--- src/hdl/lpm_pkg.sv ---
// ============================================================================
// lpm_pkg
// Shared types and constants for the line prefix matcher: result kinds,
// configuration register indexes and the event record passed from the
// front end to the result queue.
// ============================================================================
package lpm_pkg;

    // default parameter values
    localparam int LPM_MAX_PREFIX  = 32;
    localparam int LPM_OFFSET_BITS = 32;

    // fixed field widths
    localparam int BYTE_W      = 8;
    localparam int OUT_OFF_W   = 32;
    localparam int COUNT_W     = 7;
    localparam int PLEN_W      = 6;
    localparam int CFG_INDEX_W = 3;
    localparam int CFG_DATA_W  = 64;
    localparam int PREFIX_W    = 4 * CFG_DATA_W;
    localparam int BYTE_SEL_W  = 5;

    localparam logic [BYTE_W-1:0]  NEWLINE_BYTE      = 8'd10;
    localparam logic [COUNT_W-1:0] MATCH_LIMIT_RESET = 7'd127;

    // result queue
    localparam int QUEUE_DEPTH = 4;
    localparam int QPTR_W      = $clog2(QUEUE_DEPTH);
    localparam int QCNT_W      = $clog2(QUEUE_DEPTH + 1);

    typedef enum logic [1:0] {
        KIND_MATCH    = 2'd0,
        KIND_DONE     = 2'd1,
        KIND_OVERFLOW = 2'd2
    } t_kind;

    typedef enum logic [CFG_INDEX_W-1:0] {
        CFG_PREFIX_LENGTH = 3'd0,
        CFG_PREFIX_0_7    = 3'd1,
        CFG_PREFIX_8_15   = 3'd2,
        CFG_PREFIX_16_23  = 3'd3,
        CFG_PREFIX_24_31  = 3'd4,
        CFG_MATCH_LIMIT   = 3'd5
    } t_cfg_index;

    // one queue entry: the results caused by one byte
    typedef struct packed {
        t_kind                kind;
        logic [OUT_OFF_W-1:0] line_offset;
        logic [OUT_OFF_W-1:0] after_offset;
        logic [COUNT_W-1:0]   count;
        logic                 tail_done;   // a done result follows the first one
    } t_event;

endpackage

--- src/hdl/lpm_byte_if.sv ---
// ============================================================================
// lpm_byte_if
// Dictionary byte channel: valid/ready handshake with byte and final flag.
// ============================================================================
interface lpm_byte_if;
    logic       valid;
    logic       ready;
    logic [7:0] dict_byte;
    logic       final_byte;

    modport source (output valid, output dict_byte, output final_byte, input ready);
    modport sink   (input valid, input dict_byte, input final_byte, output ready);
endinterface

--- src/hdl/lpm_result_if.sv ---
// ============================================================================
// lpm_result_if
// Result channel: valid/ready handshake with kind, offsets and match count.
// ============================================================================
interface lpm_result_if;
    logic        valid;
    logic        ready;
    logic [1:0]  result_kind;
    logic [31:0] line_offset;
    logic [31:0] after_prefix_offset;
    logic [6:0]  matches_found;
    logic        last_of_run;

    modport source (
        output valid, output result_kind, output line_offset,
        output after_prefix_offset, output matches_found, output last_of_run,
        input  ready
    );
    modport sink (
        input  valid, input result_kind, input line_offset,
        input  after_prefix_offset, input matches_found, input last_of_run,
        output ready
    );
endinterface

--- src/hdl/line_prefix_matcher.sv ---
// ============================================================================
// line_prefix_matcher
// Finds every newline-separated dictionary line that starts with a
// configured prefix and reports start and after-prefix offsets, a done
// count on the last byte, or an overflow once the match limit is passed.
//
//   channel   dir   handshake        payload
//   i_byte    in    valid/ready      dict_byte[7:0], final_byte
//   o_result  out   valid/ready      result_kind, line_offset, after_prefix_offset,
//                                    matches_found, last_of_run
//   cfg       in    write enable     i_cfg_index[2:0], i_cfg_wdata[63:0]
//
// One byte is accepted per cycle; its results enter a 4-entry queue at that
// edge and are offered from the next cycle on, one result item per cycle
// while o_result is ready. A byte with a match and a done result gives two
// items, match then done. Input ready drops only when the result queue is full.
// Reset is synchronous and clears search state and registers to defaults.
// ============================================================================
module line_prefix_matcher #(
    parameter int MAX_PREFIX  = lpm_pkg::LPM_MAX_PREFIX,
    parameter int OFFSET_BITS = lpm_pkg::LPM_OFFSET_BITS
) (
    input  logic                             i_clk,
    input  logic                             i_rst_n,
    input  logic                             i_cfg_we,
    input  logic [lpm_pkg::CFG_INDEX_W-1:0]  i_cfg_index,
    input  logic [lpm_pkg::CFG_DATA_W-1:0]   i_cfg_wdata,
    lpm_byte_if.sink                         i_byte,
    lpm_result_if.source                     o_result
);
    import lpm_pkg::*;

    logic   push;
    logic   pop;
    logic   full;
    logic   empty;
    t_event push_event;
    t_event head_event;

    // front end: configuration, byte classification
    lpm_front #(
        .MAX_PREFIX  (MAX_PREFIX),
        .OFFSET_BITS (OFFSET_BITS)
    ) u_front (
        .i_clk        (i_clk),
        .i_rst_n      (i_rst_n),
        .i_cfg_we     (i_cfg_we),
        .i_cfg_index  (i_cfg_index),
        .i_cfg_wdata  (i_cfg_wdata),
        .i_valid      (i_byte.valid),
        .i_dict_byte  (i_byte.dict_byte),
        .i_final_byte (i_byte.final_byte),
        .i_queue_full (full),
        .o_ready      (i_byte.ready),
        .o_push       (push),
        .o_event      (push_event)
    );

    // event queue
    lpm_queue u_queue (
        .i_clk   (i_clk),
        .i_rst_n (i_rst_n),
        .i_push  (push),
        .i_event (push_event),
        .i_pop   (pop),
        .o_full  (full),
        .o_empty (empty),
        .o_head  (head_event)
    );

    // result side
    lpm_back u_back (
        .i_clk    (i_clk),
        .i_rst_n  (i_rst_n),
        .i_empty  (empty),
        .i_head   (head_event),
        .o_pop    (pop),
        .o_result (o_result)
    );

endmodule

--- src/hdl/lpm_front.sv ---
// ============================================================================
// lpm_front
// Front end: holds the configuration registers and the search state, takes
// one byte per cycle while the result queue is not full, classifies it and
// pushes an event record into the result queue when the byte causes any result.
// ============================================================================
module lpm_front #(
    parameter int MAX_PREFIX  = lpm_pkg::LPM_MAX_PREFIX,
    parameter int OFFSET_BITS = lpm_pkg::LPM_OFFSET_BITS
) (
    input  logic                             i_clk,
    input  logic                             i_rst_n,
    input  logic                             i_cfg_we,
    input  logic [lpm_pkg::CFG_INDEX_W-1:0]  i_cfg_index,
    input  logic [lpm_pkg::CFG_DATA_W-1:0]   i_cfg_wdata,
    input  logic                             i_valid,
    input  logic [lpm_pkg::BYTE_W-1:0]       i_dict_byte,
    input  logic                             i_final_byte,
    input  logic                             i_queue_full,
    output logic                             o_ready,
    output logic                             o_push,
    output lpm_pkg::t_event                  o_event
);
    import lpm_pkg::*;

    localparam int IDX_W = $clog2(MAX_PREFIX + 1);
    localparam logic [PLEN_W-1:0] MAX_PLEN = PLEN_W'(MAX_PREFIX);

    // configuration registers
    logic [PLEN_W-1:0]   r_plen;
    logic [PREFIX_W-1:0] r_prefix;
    logic [COUNT_W-1:0]  r_limit;

    // search state
    logic [OFFSET_BITS-1:0] r_offset, n_offset;
    logic [OFFSET_BITS-1:0] r_line, n_line;
    logic [IDX_W-1:0]       r_idx, n_idx;
    logic                   r_still, n_still;
    logic [COUNT_W-1:0]     r_count, n_count;
    logic                   r_ovf, n_ovf;

    logic                   accept;
    logic [PLEN_W-1:0]      plen;
    logic [PLEN_W-1:0]      idx_ext;
    logic [BYTE_SEL_W-1:0]  byte_sel;
    logic [BYTE_W-1:0]      pbyte;
    logic [OFFSET_BITS-1:0] pos_inc;
    logic [OFFSET_BITS+OUT_OFF_W-1:0] line_wide, pos_wide;

    // configuration writes
    always_ff @(posedge i_clk) begin
        if (!i_rst_n) begin
            r_plen   <= '0;
            r_prefix <= '0;
            r_limit  <= MATCH_LIMIT_RESET;
        end else if (i_cfg_we) begin
            unique case (i_cfg_index)
                CFG_PREFIX_LENGTH: r_plen <= i_cfg_wdata[PLEN_W-1:0];
                CFG_PREFIX_0_7:    r_prefix[0*CFG_DATA_W +: CFG_DATA_W] <= i_cfg_wdata;
                CFG_PREFIX_8_15:   r_prefix[1*CFG_DATA_W +: CFG_DATA_W] <= i_cfg_wdata;
                CFG_PREFIX_16_23:  r_prefix[2*CFG_DATA_W +: CFG_DATA_W] <= i_cfg_wdata;
                CFG_PREFIX_24_31:  r_prefix[3*CFG_DATA_W +: CFG_DATA_W] <= i_cfg_wdata;
                CFG_MATCH_LIMIT:   r_limit <= i_cfg_wdata[COUNT_W-1:0];
                default: ;
            endcase
        end
    end

    assign o_ready = !i_queue_full;
    assign accept  = i_valid && o_ready;

    // prefix length clamp, current prefix byte, saturating offset
    assign plen      = (r_plen > MAX_PLEN) ? MAX_PLEN : r_plen;
    assign idx_ext   = PLEN_W'(r_idx);
    assign byte_sel  = BYTE_SEL_W'(r_idx);
    assign pbyte     = r_prefix[{byte_sel, 3'b000} +: BYTE_W];
    assign pos_inc   = (r_offset == '1) ? r_offset : r_offset + 1'b1;
    assign line_wide = {{OUT_OFF_W{1'b0}}, r_line};
    assign pos_wide  = {{OUT_OFF_W{1'b0}}, r_offset};

    // byte classification and state update
    always_comb begin
        n_offset = r_offset;
        n_line   = r_line;
        n_idx    = r_idx;
        n_still  = r_still;
        n_count  = r_count;
        n_ovf    = r_ovf;
        o_push   = 1'b0;
        o_event  = '0;

        if (accept) begin
            if (!r_ovf) begin
                // prefix complete: this byte is the one after it
                if (r_still && idx_ext >= plen) begin
                    o_push  = 1'b1;
                    n_still = 1'b0;
                    if (r_count < r_limit) begin
                        n_count              = r_count + 1'b1;
                        o_event.kind         = KIND_MATCH;
                        o_event.line_offset  = line_wide[OUT_OFF_W-1:0];
                        o_event.after_offset = pos_wide[OUT_OFF_W-1:0];
                        o_event.count        = n_count;
                    end else begin
                        n_ovf         = 1'b1;
                        o_event.kind  = KIND_OVERFLOW;
                        o_event.count = r_count;
                    end
                end

                if (!n_ovf) begin
                    if (i_dict_byte == NEWLINE_BYTE) begin
                        n_idx   = '0;
                        n_still = 1'b1;
                        n_line  = pos_inc;
                    end else if (n_still) begin
                        if (idx_ext < MAX_PLEN && i_dict_byte == pbyte) begin
                            n_idx = r_idx + 1'b1;
                        end else begin
                            n_still = 1'b0;
                        end
                    end
                    n_offset = pos_inc;

                    // done result on the last byte
                    if (i_final_byte) begin
                        if (o_push) begin
                            o_event.tail_done = 1'b1;
                        end else begin
                            o_push        = 1'b1;
                            o_event.kind  = KIND_DONE;
                            o_event.count = n_count;
                        end
                    end
                end
            end

            // last byte restarts the search
            if (i_final_byte) begin
                n_offset = '0;
                n_line   = '0;
                n_idx    = '0;
                n_still  = 1'b1;
                n_count  = '0;
                n_ovf    = 1'b0;
            end
        end
    end

    // search state registers
    always_ff @(posedge i_clk) begin
        if (!i_rst_n) begin
            r_offset <= '0;
            r_line   <= '0;
            r_idx    <= '0;
            r_still  <= 1'b1;
            r_count  <= '0;
            r_ovf    <= 1'b0;
        end else begin
            r_offset <= n_offset;
            r_line   <= n_line;
            r_idx    <= n_idx;
            r_still  <= n_still;
            r_count  <= n_count;
            r_ovf    <= n_ovf;
        end
    end

endmodule

--- src/hdl/lpm_queue.sv ---
// ============================================================================
// lpm_queue
// Short queue of event records between the front end and the result side.
// ============================================================================
module lpm_queue (
    input  logic            i_clk,
    input  logic            i_rst_n,
    input  logic            i_push,
    input  lpm_pkg::t_event i_event,
    input  logic            i_pop,
    output logic            o_full,
    output logic            o_empty,
    output lpm_pkg::t_event o_head
);
    import lpm_pkg::*;

    t_event            r_mem [QUEUE_DEPTH];
    logic [QPTR_W-1:0] r_wr_ptr;
    logic [QPTR_W-1:0] r_rd_ptr;
    logic [QCNT_W-1:0] r_count;
    logic              do_push;
    logic              do_pop;

    assign o_full  = (r_count == QCNT_W'(QUEUE_DEPTH));
    assign o_empty = (r_count == '0);
    assign o_head  = r_mem[r_rd_ptr];
    assign do_push = i_push && !o_full;
    assign do_pop  = i_pop && !o_empty;

    // entry storage
    always_ff @(posedge i_clk) begin
        if (do_push) begin
            r_mem[r_wr_ptr] <= i_event;
        end
    end

    // pointers and fill count
    always_ff @(posedge i_clk) begin
        if (!i_rst_n) begin
            r_wr_ptr <= '0;
            r_rd_ptr <= '0;
            r_count  <= '0;
        end else begin
            if (do_push) begin
                r_wr_ptr <= r_wr_ptr + 1'b1;
            end
            if (do_pop) begin
                r_rd_ptr <= r_rd_ptr + 1'b1;
            end
            if (do_push && !do_pop) begin
                r_count <= r_count + 1'b1;
            end else if (do_pop && !do_push) begin
                r_count <= r_count - 1'b1;
            end
        end
    end

endmodule

--- src/hdl/lpm_back.sv ---
// ============================================================================
// lpm_back
// Result side: unpacks each queued event into one or two result items and
// pops the entry once its last item has been taken.
// ============================================================================
module lpm_back (
    input  logic              i_clk,
    input  logic              i_rst_n,
    input  logic              i_empty,
    input  lpm_pkg::t_event   i_head,
    output logic              o_pop,
    lpm_result_if.source      o_result
);
    import lpm_pkg::*;

    logic r_phase, n_phase;   // 1 while the trailing done item is shown
    logic take;

    assign o_result.valid = !i_empty;
    assign take           = o_result.valid && o_result.ready;

    // output fields per phase
    always_comb begin
        if (r_phase) begin
            o_result.result_kind         = KIND_DONE;
            o_result.line_offset         = '0;
            o_result.after_prefix_offset = '0;
            o_result.last_of_run         = 1'b1;
        end else begin
            o_result.result_kind         = i_head.kind;
            o_result.line_offset         = i_head.line_offset;
            o_result.after_prefix_offset = i_head.after_offset;
            o_result.last_of_run         = !i_head.tail_done;
        end
        o_result.matches_found = i_head.count;
    end

    // phase advance and pop
    always_comb begin
        n_phase = r_phase;
        o_pop   = 1'b0;
        if (take) begin
            if (!r_phase && i_head.tail_done) begin
                n_phase = 1'b1;
            end else begin
                n_phase = 1'b0;
                o_pop   = 1'b1;
            end
        end
    end

    always_ff @(posedge i_clk) begin
        if (!i_rst_n) begin
            r_phase <= 1'b0;
        end else begin
            r_phase <= n_phase;
        end
    end

endmodule
--- src/flat_wrapper.sv ---
// flat-port wrapper written by rule: the top's interface ports become plain ports
module line_prefix_matcher_flat import lpm_pkg::*;
#(
    parameter int MAX_PREFIX  = lpm_pkg::LPM_MAX_PREFIX,
    parameter int OFFSET_BITS = lpm_pkg::LPM_OFFSET_BITS
)
  (i_clk, i_rst_n, i_cfg_we, i_cfg_index, i_cfg_wdata, i_byte_valid, i_byte_dict_byte, i_byte_final_byte, i_byte_ready, o_result_valid, o_result_result_kind, o_result_line_offset, o_result_after_prefix_offset, o_result_matches_found, o_result_last_of_run, o_result_ready);
  lpm_byte_if i_byte_i ();
  lpm_result_if o_result_i ();
  input  logic i_clk;
  input  logic i_rst_n;
  input  logic i_cfg_we;
  input  logic [lpm_pkg::CFG_INDEX_W-1:0] i_cfg_index;
  input  logic [lpm_pkg::CFG_DATA_W-1:0] i_cfg_wdata;
  input wire logic [$bits(i_byte_i.valid)-1:0] i_byte_valid;
  input wire logic [$bits(i_byte_i.dict_byte)-1:0] i_byte_dict_byte;
  input wire logic [$bits(i_byte_i.final_byte)-1:0] i_byte_final_byte;
  output wire logic [$bits(i_byte_i.ready)-1:0] i_byte_ready;
  output wire logic [$bits(o_result_i.valid)-1:0] o_result_valid;
  output wire logic [$bits(o_result_i.result_kind)-1:0] o_result_result_kind;
  output wire logic [$bits(o_result_i.line_offset)-1:0] o_result_line_offset;
  output wire logic [$bits(o_result_i.after_prefix_offset)-1:0] o_result_after_prefix_offset;
  output wire logic [$bits(o_result_i.matches_found)-1:0] o_result_matches_found;
  output wire logic [$bits(o_result_i.last_of_run)-1:0] o_result_last_of_run;
  input wire logic [$bits(o_result_i.ready)-1:0] o_result_ready;
  assign i_byte_i.valid = i_byte_valid;
  assign i_byte_i.dict_byte = i_byte_dict_byte;
  assign i_byte_i.final_byte = i_byte_final_byte;
  assign i_byte_ready = i_byte_i.ready;
  assign o_result_valid = o_result_i.valid;
  assign o_result_result_kind = o_result_i.result_kind;
  assign o_result_line_offset = o_result_i.line_offset;
  assign o_result_after_prefix_offset = o_result_i.after_prefix_offset;
  assign o_result_matches_found = o_result_i.matches_found;
  assign o_result_last_of_run = o_result_i.last_of_run;
  assign o_result_i.ready = o_result_ready;
  line_prefix_matcher #(.MAX_PREFIX(MAX_PREFIX), .OFFSET_BITS(OFFSET_BITS)) u_core (.i_clk(i_clk), .i_rst_n(i_rst_n), .i_cfg_we(i_cfg_we), .i_cfg_index(i_cfg_index), .i_cfg_wdata(i_cfg_wdata), .i_byte(i_byte_i), .o_result(o_result_i));
endmodule
--- config.mk ---
export PLATFORM = sky130hd
export DESIGN_NAME = line_prefix_matcher_flat
export DESIGN_NICKNAME = d
export VERILOG_FILES = /design/src/hdl/lpm_pkg.sv /design/src/hdl/lpm_byte_if.sv /design/src/hdl/lpm_result_if.sv /design/src/hdl/line_prefix_matcher.sv /design/src/hdl/lpm_front.sv /design/src/hdl/lpm_queue.sv /design/src/hdl/lpm_back.sv /design/src/flat_wrapper.sv
export SDC_FILE = /design/constraint.sdc
export NUM_CORES = 1
export LEC_CHECK = 0
export ABC_CLOCK_PERIOD_IN_PS = 6390
export BUFFER_PORTS_ARGS = -buffer_cell sky130_fd_sc_hd__buf_2
export CORE_MARGIN = 1
export CORE_UTILIZATION = 40
export DETAILED_ROUTE_END_ITERATION = 6
export HOLD_SLACK_MARGIN = 0.12
export PLACE_DENSITY = 0.58
export SKIP_CTS_REPAIR_TIMING = 1
export SLEW_MARGIN = 20
export SYNTH_ARGS = -nofsm -noshare
export SYNTH_HDL_FRONTEND = slang
export SYNTH_SLANG_ARGS = --single-unit
--- constraint.sdc ---
create_clock -name i_clk -period 6.39 [get_ports i_clk]
set_input_delay 0.9585 -clock i_clk [delete_from_list [all_inputs] [get_ports i_clk]]
set_output_delay 0.9585 -clock i_clk [all_outputs]
set_load 0.01 [all_outputs]
==> results of run 1 <==
-- layout make-up --
type | count | area, sq um
Sequential cell | 654 | 16070
Clock inverter | 37 | 345.3
Multi-Input combinational cell | 1721 | 11050
Timing Repair Buffer | 185 | 1051
Clock buffer | 85 | 1899
Inverter | 23 | 93.84
Tap cell | 931 | 1165
Fill cell | 6343 | 37140
Antenna cell | 4 | 10.01
-- worst max-delay path: cells and delay by family (launching register included) --
family          cells  cell delay, ps
simple gates        3            1260
compound gates      3             980
buf+inv             3             910
flops               1             310
fa+ha+maj           1             300
-- power by group through the flow --
stage	clock network, mW	logic [mW]	registers (mW)
2_1_floorplan	0	1.14	4.80
3_3_place_gp	0	1.66	4.87
3_5_place_dp	0	1.68	4.88
4_1_cts	4.06	1.68	4.79
5_1_grt	4.23	1.80	4.82
6_report	3.99	1.64	4.78
-- registers in the layout, indices dropped and copies added, names as in the netlist, named ones only --
signal / count
u_core.u_front.r_plen: 6
u_core.u_front.r_prefix: 256
u_core.u_queue.r_wr_ptr: 2
u_core.u_front.r_limit: 7
u_core.u_queue.r_rd_ptr: 2
u_core.u_front.r_still: 1
u_core.u_front.r_offset: 32
u_core.u_front.idx_ext: 6
u_core.u_queue.r_mem: 296
u_core.u_front.r_line: 32
u_core.u_back.r_phase: 1
u_core.u_queue.r_count: 3
u_core.u_front.r_ovf: 1
u_core.u_front.r_count: 7
-- path summary, 6_finish.rpt --
path	startpoint	end	slack (ps)	cells past startpoint
max	u_core.u_front.idx_ext[0]$_SDFFE_PN0P_	u_core.u_queue.r_mem[0][45]$_DFFE_PP_	2220	10
min	u_core.u_front.r_line[5]$_SDFFE_PN0P_	u_core.u_front.r_line[5]$_SDFFE_PN0P_	450	2
max reg2reg	u_core.u_front.idx_ext[0]$_SDFFE_PN0P_	u_core.u_queue.r_mem[0][45]$_DFFE_PP_	2220	10
min reg2reg	u_core.u_front.r_line[5]$_SDFFE_PN0P_	u_core.u_front.r_line[5]$_SDFFE_PN0P_	450	2
-- cells by family after synthesis --
| group | count (synthesis) |
|---|---|
| simple gates | 1027 |
| flops | 654 |
| compound gates | 455 |
| xor+xnor | 42 |
| mux | 176 |
| buf+inv | 215 |
| fa+ha+maj | 21 |
-- stage by stage --
| stage | hold slack [ps] | utilization [%] | setup WS, ps | area [sq um] | total power [mW] |
|---|---|---|---|---|---|
| 6_report | 451.6 | 46.04 | 2220 | 31690 | 10.41 |
| 5_1_grt | 466.2 | 46.03 | 1936 | 31680 | 10.84 |
| 4_1_cts | 453.4 | 45.94 | 2146 | 31620 | 10.54 |
| 3_5_place_dp | 446.1 | 42.68 | 1805 | 29380 | 6.561 |
| 3_3_place_gp | 438.7 | 42.68 | 1957 | 29370 | 6.528 |
| 2_1_floorplan | 427.5 | - | 1827 | 27940 | 5.936 |
-- synthesized netlist by cell type (8+ instances only) --
cell type	number
and3_1	74
nand3_1	56
nand2b_1	12
buf_1	21
nor2_1	85
ha_1	20
xor2_1	22
o211ai_1	19
nor3_1	24
inv_1	22
o2111ai_1	16
nand4_1	25
and2_1	8
clkbuf_1	151
nor2b_1	76
a22oi_1	14
mux4_2	114
o21ai_0	49
mux2i_1	59
nand2_1	623
edfxtp_1	296
xnor2_1	20
a21oi_1	312
or3_1	10
dfxtp_1	358
-- per-layer routing --
metal | part of all wire (%) | GRT usage, % | wire, um | vias to the layer above
met2 | 52 | 36.53 | 38120 | 559
met3 | 5.5 | 3.891 | 4059 | 111
li1 | - | - | - | 9380
met1 | 41 | 25.79 | 29880 | 9716
met4 | 2.0 | 5.669 | 1490 | 10
met5 | 0.088 | 0 | 65 | -
==> impl_metrics.toml, run 1 <==
[run_status]
outcome = "finished clean"

[cts]
cts_buffers = 70
clock_path_buffers = 3
root_buffer = "clkbuf_16"
htreeDepth = 3
cts_tree = "yes"
path_clk_slew_ps = 60
cts_sinks = 654
clk_latency_ps = 600

[routing]
wl_mm = 73.62
wl_per_cell_um = 20.22
antenna_violating_nets_post_route = 0
route.detailed.drc = 0
vias = 19776
first_iter_violations = 1579
firstDrtPassIters = 6
via_per_inst = 5.433

[setup_path]
cp_slowest_cell = "and2_4"
path_class = "reg2reg"
max_stage_delay_ps = 900
start_kind = "flip-flop"
worstPathRequired_ps = 6670
critical_path.cell_chain = "buf_4, inv_1, ha_1, nand2b_1, a2111oi_0, o21a_1, nand2b_1, a21oi_1, and2_4, buf_4"
end_kind = "flip-flop"
arrival_ps = 4450
critPathMaxFanout = 63

[global_routing]
grt_pass1_wl_mm = 113.7
grt_max_degree = 186
overflow = 0
track_usage_pct = 20.71
antenna_found_initial = 9
grt_pass1_vias = 19367

[placed_design]
dp_hpwl_mm = 46.32
io_buffers = 156
dp.cells = 3512
place_congestion = 0.8742

[flow_run]
cap_viol_max_count = 0

[power_and_ir_drop]
p_sw_mw = 2.735
switching_share_pct = 26.27
seqPwrFrac_pct = 45.9
p_comb_share_pct = 15.8
intPower_mw = 7.679
leakage_nw = 10.61
vdd_drop_max_mv = 0.2026
p_per_area_mw_per_mm2 = 328.7
p_clk_share_pct = 38.3

[floorplan]
die_area_sq_mm = 0.07091
ios = 157
core-area_sq_mm = 0.06883
die_h_um = 266.3
fp.dieW_um = 266.3
initial_core_util_pct = 40.60
rows = 96

[synthesis]
synth_top_family_by_area = "simple AND/OR/NAND/NOR gates"
synth_xor_area_share_pct = 1.317
yosysTopAreaCell = "edfxtp_1"
avgSynthCellArea_sq_um = 10.79
async_reset_ff_share_pct = 0
ys_warn_count = 0
synth_ff_type = "dfxtp_1"
syn_nets = 2692
synthSimpleGateAreaFrac_pct = 16.48
netlist_area_sq_mm = 0.02794
synth_edf_count = 296
synth_cell_types = 66
synth-seq-cells = 654
synthAdderAreaFrac_pct = 0.9673
synth_top_area_share_pct = 31.81
synth_area_leaders = "edfxtp_1 (32%), dfxtp_1 (26%), mux4_2 (9.2%)"
seq_area_frac_synth_pct = 57.46
postSynthCellCount = 2590
synth_mux_area_share_pct = 11.43
synth-compound-area-share_pct = 9.140

[timing]
relSlewSlack_pct = 31.90
finalMaxSlewViolations = 0
tns_ps = 0
hold_viol = 0
rsz0062_at_grt = "false"
finalCriticalPeriod_ps = 4170
period_share_pct = 65.26
setup_viol = 0
worst_slew_pin_slew_ps = 1022
clock.fmax_mhz = 239.8
finalClockSkew_ps = 23.83

[worst_hold_path]
worstHoldPathType = "reg2reg"

[final_layout]
nNetsFinal = 2757
layout_commonest_cell = "nand2_1"
final_cells = 3640
drive_gt1_share_pct = 16.38
final_cell_mix = "nand2_1 (623), dfxtp_1 (352), a21oi_1 (312), edfxtp_1 (296), buf_2 (156)"
area_growth_pct = 13.41
Note: power is estimated with default switching activity, not from simulation.
==> inputs of run 2 (changes only) <==
--- a/config.mk
+++ b/config.mk
@@ -5,13 +5,14 @@
 export SDC_FILE = /design/constraint.sdc
 export NUM_CORES = 1
 export LEC_CHECK = 0
-export ABC_CLOCK_PERIOD_IN_PS = 6390
+export ABC_AREA = 1
+export ABC_CLOCK_PERIOD_IN_PS = 3600
 export BUFFER_PORTS_ARGS = -buffer_cell sky130_fd_sc_hd__buf_2
 export CORE_MARGIN = 1
 export CORE_UTILIZATION = 40
 export DETAILED_ROUTE_END_ITERATION = 6
 export HOLD_SLACK_MARGIN = 0.12
-export PLACE_DENSITY = 0.58
+export PLACE_DENSITY = 0.6
 export SKIP_CTS_REPAIR_TIMING = 1
 export SLEW_MARGIN = 20
 export SYNTH_ARGS = -nofsm -noshare
==> constraint.sdc (replaced) <==
create_clock -name i_clk -period 3.6 [get_ports i_clk]
set_input_delay 0.54 -clock i_clk [delete_from_list [all_inputs] [get_ports i_clk]]
set_output_delay 0.54 -clock i_clk [all_outputs]
set_load 0.01 [all_outputs]
==> run 2 against run 1 <==
  * Clock skew is essentially flat
  * Flip-flop and latch count is the same
  * Cell count grew 23%
  * Synthesized cell count grew 33%
  * Routed wire length grew 9.2%
  * Critical path type is now reg2out
  * Critical endpoint is now o_result_line_offset[12]
==> impl_metrics.toml, run 2 <==
[run_status]
outcome = "finished clean"

[synthesis]
synth_top_area_share_pct = 31.03
synth-seq-cells = 654
synth_xor_area_share_pct = 0.7645
netlist_area_sq_mm = 0.02864
synth_ff_type = "dfxtp_1"
synth-compound-area-share_pct = 15.86
syn_nets = 3534
synth_edf_count = 296
yosysMostFrequentCell = "nor2_1"
synthSimpleGateAreaFrac_pct = 19.27
synth_top_family_by_area = "simple AND/OR/NAND/NOR gates"
async_reset_ff_share_pct = 0
yosysTopAreaCell = "edfxtp_1"
synth_mux_area_share_pct = 0
synth_cell_types = 40
synthTopCellsByCount = "nor2_1 (729), o21ai_0 (501), dfxtp_1 (358), nand2_1 (353), edfxtp_1 (296)"
postSynthCellCount = 3432
synth_area_leaders = "edfxtp_1 (31%), dfxtp_1 (25%), nor2_1 (9.6%)"
seq_area_frac_synth_pct = 56.05
synthAdderAreaFrac_pct = 0.9436
ys_warn_count = 0
avgSynthCellArea_sq_um = 8.346

[routing]
first_iter_violations = 1961
vias = 23122
antenna_violating_nets_post_route = 0
firstDrtPassIters = 5
route.detailed.drc = 0
via_per_inst = 5.153
wl_per_cell_um = 17.91
wl_mm = 80.36

[cts]
root_buffer = "clkbuf_16"
clk_latency_ps = 620
cts_tree = "yes"
htreeDepth = 3
cts_buffers = 71
cts_sinks = 654
path_clk_slew_ps = 60
clock_path_buffers = 3

[timing]
hold_viol = 0
relSlewSlack_pct = 42.79
setup_viol = 0
rsz0062_at_grt = "false"
worst_slew_pin_slew_ps = 858.1
clock.fmax_mhz = 303.8
finalClockSkew_ps = 23.42
finalCriticalPeriod_ps = 3291
period_share_pct = 91.43
finalMaxSlewViolations = 0
fin_hold_ws_ps = 203.7

[final_layout]
final_cell_mix = "nor2_1 (723), o21ai_0 (501), dfxtp_1 (353), nand2_1 (352), edfxtp_1 (296)"
final_cells = 4487
top_regs = "u_core.u_queue.r_mem: 296 flops, u_core.u_front.r_prefix: 256 flops"
largest_register_ffs = 296
area_growth_pct = 14.51
layout_commonest_cell = "nor2_1"
nNetsFinal = 3592
utilization_pct = 46.59
fin_area_sq_mm = 0.03280
drive_gt1_share_pct = 10.24
max_flop_register = "u_core.u_queue.r_mem"

[setup_path]
start_kind = "flip-flop"
path_class = "reg2out"
regToRegEndpoint = "u_core.u_queue.r_mem[3][39]$_DFFE_PP_"
critPathBufInv = 3
end_kind = "primary output"
regToRegSetupSlack_ps = 630
reg2reg_depth = 13
cp_slowest_cell = "dfxtp_4"
worstPathRequired_ps = 3060
critPathMaxFanout = 116
critical_path.cell_chain = "clkinv_2, buf_12, o21ai_0, a21oi_1, buf_2"
arrival_ps = 2750
crit_family = "buffers and inverters"
timing.rr.start = "u_core.u_front.r_plen[5]$_SDFFE_PN0P_"
max_stage_delay_ps = 580

[flow_run]
cap_viol_max_count = 0

[global_routing]
overflow = 0
track_usage_pct = 22.00
grt_pass1_wl_mm = 126.8
grt_max_degree = 173
antenna_found_initial = 8
grt_pass1_vias = 21973

[worst_hold_path]
worstHoldPathType = "in2reg"
hp-start = "i_cfg_wdata[55]"
worstHoldEndpoint = "u_core.u_front.r_prefix[119]$_SDFFE_PN0P_"
whs_path_depth = 3

[power_and_ir_drop]
vdd_drop_max_mv = 0.4691
power_mw = 20.40
leakage_nw = 12.48
p_per_area_mw_per_mm2 = 622.0

[floorplan]
die_h_um = 269.6
initial_core_util_pct = 40.69
ios = 157
die_area_sq_mm = 0.07268
fp.dieW_um = 269.6
rows = 97
core-area_sq_mm = 0.07039

[placed_design]
dp_hpwl_mm = 50.35
place_congestion = 0.9262
io_buffers = 156
placed_cell_area_sq_mm = 0.03042
dp.cells = 4357
-- run 2: metal layers --
metal	global-route usage [%]	routed length [um]	vias to the layer above
li1	-	-	11611
met1	29.24	35920	10766
met2	36.37	37930	590
met3	3.420	4098	139
met4	7.581	2299	16
met5	0	112	-
-- run 2: cell families after synthesis --
logic type | count (synthesis)
xor+xnor | 25
compound gates | 871
buf+inv | 504
fa+ha+maj | 21
flops | 654
simple gates | 1357
-- run 2: how the worst max path moves through the flow --
| stage | cells past startpoint | end | start | slack [ps] |
|---|---|---|---|---|
| 2_1_floorplan | 13 | u_core.u_queue.r_mem[0][0]$_DFFE_PP_ | u_core.u_front.idx_ext[0]$_SDFFE_PN0P_ | -460 |
| 3_3_place_gp | 13 | u_core.u_queue.r_mem[1][10]$_DFFE_PP_ | u_core.u_front.r_plen[5]$_SDFFE_PN0P_ | 570 |
| 3_5_place_dp | 14 | u_core.u_queue.r_mem[1][10]$_DFFE_PP_ | u_core.u_front.r_plen[5]$_SDFFE_PN0P_ | 570 |
| 4_1_cts | 5 | o_result_line_offset[19] | flip-flop | 310 |
| 5_1_grt | 5 | o_result_after_prefix_offset[28] | flip-flop | 120 |
| 6_report | 5 | o_result_line_offset[12] | flip-flop | 310 |
-- run 2: per-stage QoR --
stage	TNS (ps)	setup slack [ps]
final	0	308.5
after CTS	0	314.9
after floorplan	-136150	-460.0
after global placement	0	570.0
after global routing	0	119.0
after detailed placement	0	567.6
-- run 2: final cells by class --
cell class / instances / area (sq um)
clock inverter: 27 / 290.3
clock buffer: 102 / 2087
tap: 940 / 1176
timing repair buffer: 212 / 1520
multi-input combinational: 2274 / 10610
fill: 6937 / 37590
inverter: 277 / 1044
antenna: 1 / 2.502
sequential: 654 / 16070
-- run 2: report_power, final --
group          leakage (nW)  internal [mW]  switching [mW]  total, mW
logic                  5.59           1.33            2.81       4.14
registers              5.72           8.57           0.321       8.89
clock network          1.17           4.35            3.01       7.37
total                  12.5           14.3            6.15       20.4
-- run 2: worst register-to-register path: stages, from the launching register on --
cell and delay [ps]:
dfxtp_1 300, inv_1 140, nand2_1 80, ha_1 290, a21oi_1 70, o21a_1 180, nand3_1 80, nand2_1 160
nor2_1 140, inv_1 60, nand2_1 120, inv_1 220, nor2_4 580, buf_4 280
